<file path="src/rtl/online_dfs_maze_explorer_assert.svh">
// Assertion macros for the maze explorer RTL.
// Each macro expects signals named clk and rst in the scope where it is used.
`ifndef ONLINE_DFS_MAZE_EXPLORER_ASSERT_SVH
`define ONLINE_DFS_MAZE_EXPLORER_ASSERT_SVH

// The consequent must hold in the same cycle as the antecedent.
`define ODME_ASSERT_SAME(name, ante, cons) \
  name: assert property (@(posedge clk) disable iff (rst) (ante) |-> (cons)) \
    else $error("odme check failed");

// The consequent must hold in the cycle after the antecedent.
`define ODME_ASSERT_NEXT(name, ante, cons) \
  name: assert property (@(posedge clk) disable iff (rst) (ante) |=> (cons)) \
    else $error("odme check failed");

`endif

</file>
<file path="src/rtl/odme_pkg.sv">
// Shared types and constants for the online maze explorer.
// Used by the interfaces, the cell update logic and the top level.
package odme_pkg;

  // Width of a cell index and reset value of the goal register.
  localparam int CELL_W = 10;
  localparam logic [CELL_W-1:0] GOAL_RESET = 10'd1023;

  // Move codes: one-hot for a move, zero for stop.
  localparam logic [3:0] DIR_STOP  = 4'd0;
  localparam logic [3:0] DIR_LEFT  = 4'd1;
  localparam logic [3:0] DIR_UP    = 4'd2;
  localparam logic [3:0] DIR_RIGHT = 4'd4;
  localparam logic [3:0] DIR_DOWN  = 4'd8;

  // Two-bit direction codes kept in the backtrack queue.
  localparam logic [1:0] CODE_LEFT  = 2'd0;
  localparam logic [1:0] CODE_UP    = 2'd1;
  localparam logic [1:0] CODE_RIGHT = 2'd2;
  localparam logic [1:0] CODE_DOWN  = 2'd3;

  // Result status codes.
  localparam logic [1:0] STAT_NEW   = 2'd0;
  localparam logic [1:0] STAT_BACK  = 2'd1;
  localparam logic [1:0] STAT_GOAL  = 2'd2;
  localparam logic [1:0] STAT_NOSOL = 2'd3;

  // Largest number of backtrack entries per cell.
  localparam logic [2:0] QUEUE_DEPTH = 3'd4;

  // Sequencer states.
  typedef enum logic [2:0] {
    S_CLEAR,
    S_IDLE,
    S_REDUCE,
    S_READ,
    S_UPDATE
  } state_t;

  // One word of the per-cell table.
  typedef struct packed {
    logic       visited;
    logic [3:0] untried;
    logic [7:0] queue;
    logic [2:0] count;
  } entry_t;

  // Decision made for one cell visit.
  typedef struct packed {
    logic [3:0] move;
    logic [1:0] status;
    logic       record;
  } decision_t;

endpackage

</file>
<file path="src/rtl/odme_cell_update.sv">
// Decision logic for one cell visit: backtrack enqueue, move choice, dequeue.
// Depends on odme_pkg for the table entry and decision types.
module odme_cell_update (
  input  odme_pkg::entry_t    entry_in,
  input  logic [3:0]          open_mask,
  input  logic                has_prev,
  input  logic [3:0]          prev_dir,
  output odme_pkg::entry_t    entry_out,
  output odme_pkg::decision_t decision
);

  logic [3:0] untried;
  logic [2:0] count;
  logic [7:0] queue;
  logic [1:0] rev;
  logic       rev_ok;
  logic       found;
  logic [2:0] count_q;
  logic [7:0] queue_q;
  logic [3:0] pick;

  // A first visit takes the open directions as the untried set.
  always_comb begin
    untried = entry_in.visited ? entry_in.untried : open_mask;
    count = (entry_in.count > odme_pkg::QUEUE_DEPTH) ? odme_pkg::QUEUE_DEPTH
                                                      : entry_in.count;
    queue = entry_in.queue;
  end

  // Reverse of the previous move; only a one-hot move has a reverse.
  always_comb begin
    rev    = odme_pkg::CODE_LEFT;
    rev_ok = 1'b1;
    case (prev_dir)
      odme_pkg::DIR_LEFT:  rev = odme_pkg::CODE_RIGHT;
      odme_pkg::DIR_UP:    rev = odme_pkg::CODE_DOWN;
      odme_pkg::DIR_RIGHT: rev = odme_pkg::CODE_LEFT;
      odme_pkg::DIR_DOWN:  rev = odme_pkg::CODE_UP;
      default:             rev_ok = 1'b0;
    endcase
  end

  // Enqueue the way back unless it is already held or the queue is full.
  always_comb begin
    found = 1'b0;
    for (int i = 0; i < 4; i++) begin
      if ((3'(i) < count) && (queue[2*i +: 2] == rev)) begin
        found = 1'b1;
      end
    end
    count_q = count;
    queue_q = queue;
    if (has_prev && rev_ok && !found && (count < odme_pkg::QUEUE_DEPTH)) begin
      queue_q[{count[1:0], 1'b0} +: 2] = rev;
      count_q = count + 3'd1;
    end
  end

  // Highest untried direction first.
  always_comb begin
    if (untried[3]) begin
      pick = odme_pkg::DIR_DOWN;
    end else if (untried[2]) begin
      pick = odme_pkg::DIR_RIGHT;
    end else if (untried[1]) begin
      pick = odme_pkg::DIR_UP;
    end else begin
      pick = odme_pkg::DIR_LEFT;
    end
  end

  // Choose a new direction, then a backtrack step, else report no solution.
  always_comb begin
    entry_out.visited = 1'b1;
    entry_out.untried = untried;
    entry_out.queue   = queue_q;
    entry_out.count   = count_q;
    decision.move     = odme_pkg::DIR_STOP;
    decision.status   = odme_pkg::STAT_NOSOL;
    decision.record   = 1'b0;
    if (untried != 4'd0) begin
      entry_out.untried = untried & ~pick;
      decision.move     = pick;
      decision.status   = odme_pkg::STAT_NEW;
      decision.record   = 1'b1;
    end else if (count_q != 3'd0) begin
      entry_out.queue = {2'b00, queue_q[7:2]};
      entry_out.count = count_q - 3'd1;
      decision.move   = 4'd1 << queue_q[1:0];
      decision.status = odme_pkg::STAT_BACK;
      decision.record = 1'b1;
    end
  end

endmodule

</file>
<file path="config.mk">
export PLATFORM = sky130hd
export DESIGN_NAME = odme_cell_update
export DESIGN_NICKNAME = d
export VERILOG_FILES = /design/src/rtl/online_dfs_maze_explorer_assert.svh /design/src/rtl/odme_pkg.sv /design/src/rtl/odme_cell_update.sv
export SDC_FILE = /design/constraint.sdc
export NUM_CORES = 1
export LEC_CHECK = 0
export BUFFER_PORTS_ARGS = -buffer_cell sky130_fd_sc_hd__buf_2
export CAP_MARGIN = 15
export CORE_MARGIN = 2
export CORE_UTILIZATION = 30
export DETAILED_ROUTE_END_ITERATION = 6
export GPL_ROUTABILITY_DRIVEN = 0
export PLACE_DENSITY = 0.64
export SETUP_SLACK_MARGIN = 0.15
export SLEW_MARGIN = 10
export SYNTH_ARGS = -nofsm -noshare
export SYNTH_HDL_FRONTEND = slang
export SYNTH_SLANG_ARGS = --single-unit
</file>
<file path="constraint.sdc">
create_clock -name vclk -period 4.4
set_clock_uncertainty 0.15 [all_clocks]
set_input_delay 0.22 -clock vclk [all_inputs]
set_output_delay 0.22 -clock vclk [all_outputs]
set_load 0.03 [all_outputs]
</file>
Yosys cells after proc, flatten, opt, wreduce, memory -nomap -nowiden
Index checks and enable logic that the tools add are counted.
- magnitude comparators: 6
- equal/unequal tests: 8
- mux-type cells: 19
- shift operators: 3
- reductions and logical operators: 11
- bitwise logic cells: 2
- add/subtract/negate cells: 3
- operator list (operator ; number):
    11-bit 2-to-1 mux ; 2
    7-bit 2-to-1 mux ; 2
    4-bit 2-to-1 mux ; 3
    3-bit 2-to-1 mux ; 3
    8-bit bitwise mux ; 1
    2-bit equality test ; 4
    8-bit 2-to-1 mux ; 1
    2-bit by 5-bit variable shift with 8-bit output, first input constant ; 1
    2-bit by 5-bit variable part select with 8-bit output ; 1
    1-bit logical AND ; 7
    1-bit by 3-bit less-than comparator with 1-bit output, first input constant ; 2
    2-bit by 3-bit less-than comparator with 1-bit output, first input constant ; 2
    2-bit case mux with 3 select lines ; 1
    1-bit 2-to-1 mux ; 5
    3-bit negator with 5-bit output ; 1
    4-bit AND ; 1
    4-bit by 1-bit equality test with 1-bit output, second input constant ; 1
    4-bit by 2-bit equality test with 1-bit output, second input constant ; 1
    4-bit by 3-bit equality test with 1-bit output, second input constant ; 1
    4-bit equality test, second input constant ; 1
    4-bit inverter ; 1
    4-bit nonzero test ; 1
    4-bit OR reduction ; 1
    1-bit by 2-bit left shift with 4-bit output, first input constant ; 1
    7 further kinds ; 7
- flip-flop bits (word level): 0
- input port bits: 25
- output and inout bits: 23

Depth between registers and ports, before layout
- word-level depth: 15
- mapped depth: 16
- mapped depth without buffers: 12

Worst setup path before layout
Ideal clock, no wire load.
- path type: in2out
- start: input port prev_dir[3]
- end: output port decision[4] (netlist name)
- arrival time: 3240 ps
- required time: 4030 ps
- setup slack: 790 ps
- stages: 16
- buffers on the path: 4
- path through: clkbuf_8 -> nor2_2 -> nand2_1 -> a311oi_2 -> o211a_1 -> buf_6 -> buf_8 -> nand3_1 -> and2_1 -> ha_1 -> ha_1 -> or3_1 -> buf_2 -> nor2_1 -> nand2_1 -> o221ai_1
- RTL lines (what ; RTL line ; RTL):
    from (decl) ; odme_cell_update.sv:7 ; input logic [3:0] prev_dir,
    to (decl) ; odme_cell_update.sv:9 ; output odme_pkg::decision_t decision

==> reports/metrics.cfg <==
[synthesis]
netlist-cell-type-count=52
netlist_top_cells_count=o21ai_0 (16), nand3_1 (12), inv_1 (11)
postSynthAreaPerCell_sq_um=7.155
syn_area_sq_mm=0.001245
yosys.cell_count.top_type=o21ai_0
synth.top_cell.area_share_pct=10.05
synth.yosys.seq_area_share_pct=0
netlist.top_cell.by_area=ha_1
synthesis.nets=209
synth.area.top_cells=ha_1 (10%), o21ai_0 (6.4%), a41oi_1 (4.9%)
yosysWarningCount=0
synthesis.instances=174

[layout]
multi_input_comb_area_sq_mm=0.001085
clkbuf_count=0
fillerInstances=450
layoutNonFillerInstCount=261
design.seq.count=0
seqCellArea_sq_um=0
diodes=0
drive_above_1_share_pct=30.81
synthToLayoutAreaGrowth_pct=16.38
nNetsFinal=248
design_area_sq_mm=0.001449

[global_route]
grt_start_max_net_pins=17
antenna_found_initial=0
global_route_wire_length_before_repair_um=5237
sum_of_overflow_across_all_layers_after_global_routing=0
first_global_vias=1191
overall_global_routing_usage_pct=13.97

[sta]
timing.final.crit_share_pct=82.97
max_slew_margin_pct=61.25
fmaxAchievable_mhz=273.9
worst-slew-pin-transition_ps=573.2
min_period_ps=3651
final.setup.tns_ps=0
fin_max_slew_vios=0
rsz_0062_raised_after_global_routing=no
hold_viol_final=0
report.final.setup_viol=0

[drt]
routed_wire_length_per_instance_um=13.22
routed_via_density=5.467
detail_route_antenna_nets=0
route.vias.total=1427
detailedRoute.firstIterationViolations=79
routed_wl_um=3450
drcViolationCount=0
drt_pre_antenna_iters=4

[floorplanning]
floorplan.die_area_sq_mm=0.004681
floorplan.rows=23
initial_utilization_pct=31.12
fp.coreArea_sq_mm=0.004000
die_width_um=68.42
fp.dieH_um=68.42
io_pins=48

[min_path]
holdCritPathClass=in -> out
hold-path-endpoint=entry_out[13]
min_delay_path_depth=4
holdCritStartpoint=open_mask[2]

[setup_path]
worst-endpoint-arrival_ps=3280
launching_element_type_of_the_critical_path=input pin
critPathRequiredTime_ps=4030
timing_worst_setup_path_type=in -> out
critPathMaxFanout=16
worst_setup_path_startpoint=prev_dir[1]
critical_path.endpoint_type=output pin

[placement]
dpl.hpwl_um=2898
placed_cells_incl_taps=261
detailed_place.area_sq_mm=0.001449
port_buffers=46

[job]
drv.max_cap_violation_count=0

[power]
pwr-share-comb_pct=100.0
net-switching-power_uw=94.74
p_per_area_mw_per_mm2=99.95
power_frac_seq_pct=0
power.clock.fraction_pct=0
p_sw_share_pct=65.42
power.internal_uw=50.09
power.static_leakage_uw=0.0006401
power.ir.vdd_worst_mv=0.02510

[clock_network]
holdBufCountCts=0
cts_post_setup_buffers_inserted=0
post_cts_resized=0

[outcome]
run_status=complete, no violations

==> metal layers <==
layer / vias up / global-route usage (%) / part of all wire [%] / wire length, um
met5: - / 0 / 0 / 0
met4: 0 / 0.7500 / 0.41 / 14
met3: 2 / 0.6579 / 7.6 / 263
met2: 52 / 23.68 / 45 / 1564
met1: 648 / 20.27 / 47 / 1607
li1: 725 / - / - / -
==> worst max-delay path by stage <==
stage	cells after the start	slack, ps	end
3_3_place_gp	15	790	decision[3]
4_1_cts	15	740	decision[4]
6_report	15	750	decision[4]
5_1_grt	15	520	decision[4]
3_5_place_dp	15	750	decision[4]
2_1_floorplan	16	790	decision[4]
==> critical path, stage by stage <==
cell and delay (ps):
buf_2 250, nor2b_1 120, mux2_2 300, a32oi_2 140, buf_4 220, and2_4 200
nand3_1 100, and2_1 170, ha_1 210, ha_1 240, or3_1 510, nor2_1 180
nand2_1 70, o221ai_1 150, buf_2 230
==> cell families (layout without fill, tap and decap cells) <==
kind of cell    after synthesis  after routing  share of synthesized area [%]
xor+xnor                      5              5                          6.734
mux                           5              5                          4.221
simple gates                 70             70                          32.46
buf+inv                      24             61                          12.86
compound gates               58             58                          33.07
fa+ha+maj                    10             10                          10.05
other cells                   2              2                         0.6032
==> cell type report <==
cell class | count | share of cell area, %
inverters | 11 | 2.850
multi-input cells | 150 | 74.87
repair buffers | 50 | 17.96
well taps | 50 | 4.318
==> metrics by stage <==
stage                     setup WS [ps]  power [uW]  utilization [%]  hold WS (ps)
after global placement            790.6       144.3            36.22         683.0
after global routing              519.8       159.3            36.22         729.0
after detailed placement          748.1       145.4            36.22         685.9
final                             749.5       144.8            36.22         678.5
after floorplan                   789.9       107.9                -         510.6
after CTS                         743.7       145.7            36.22         684.0
==> cells in the final DEF (no fill, tap or decap), types with 7 or more instances in the layout <==
| cell type | n |
|---|---|
| buf_2 | 46 |
| and2_1 | 7 |
| o21ai_0 | 16 |
| inv_1 | 11 |
| a21oi_1 | 8 |
| ha_1 | 10 |
| a41oi_1 | 7 |
| nor2_1 | 10 |
| nand3_1 | 12 |
| nand2_1 | 9 |
==> power by group through the flow <==
| stage | sequential [uW] | clock [uW] | combinational, uW |
|---|---|---|---|
| after global routing | 0 | 0 | 159 |
| after detailed placement | 0 | 0 | 145 |
| final | 0 | 0 | 145 |
| after floorplan | 0 | 0 | 108 |
| after global placement | 0 | 0 | 144 |
| after CTS | 0 | 0 | 146 |
No activity file was read; power rests on OpenSTA's default activity.
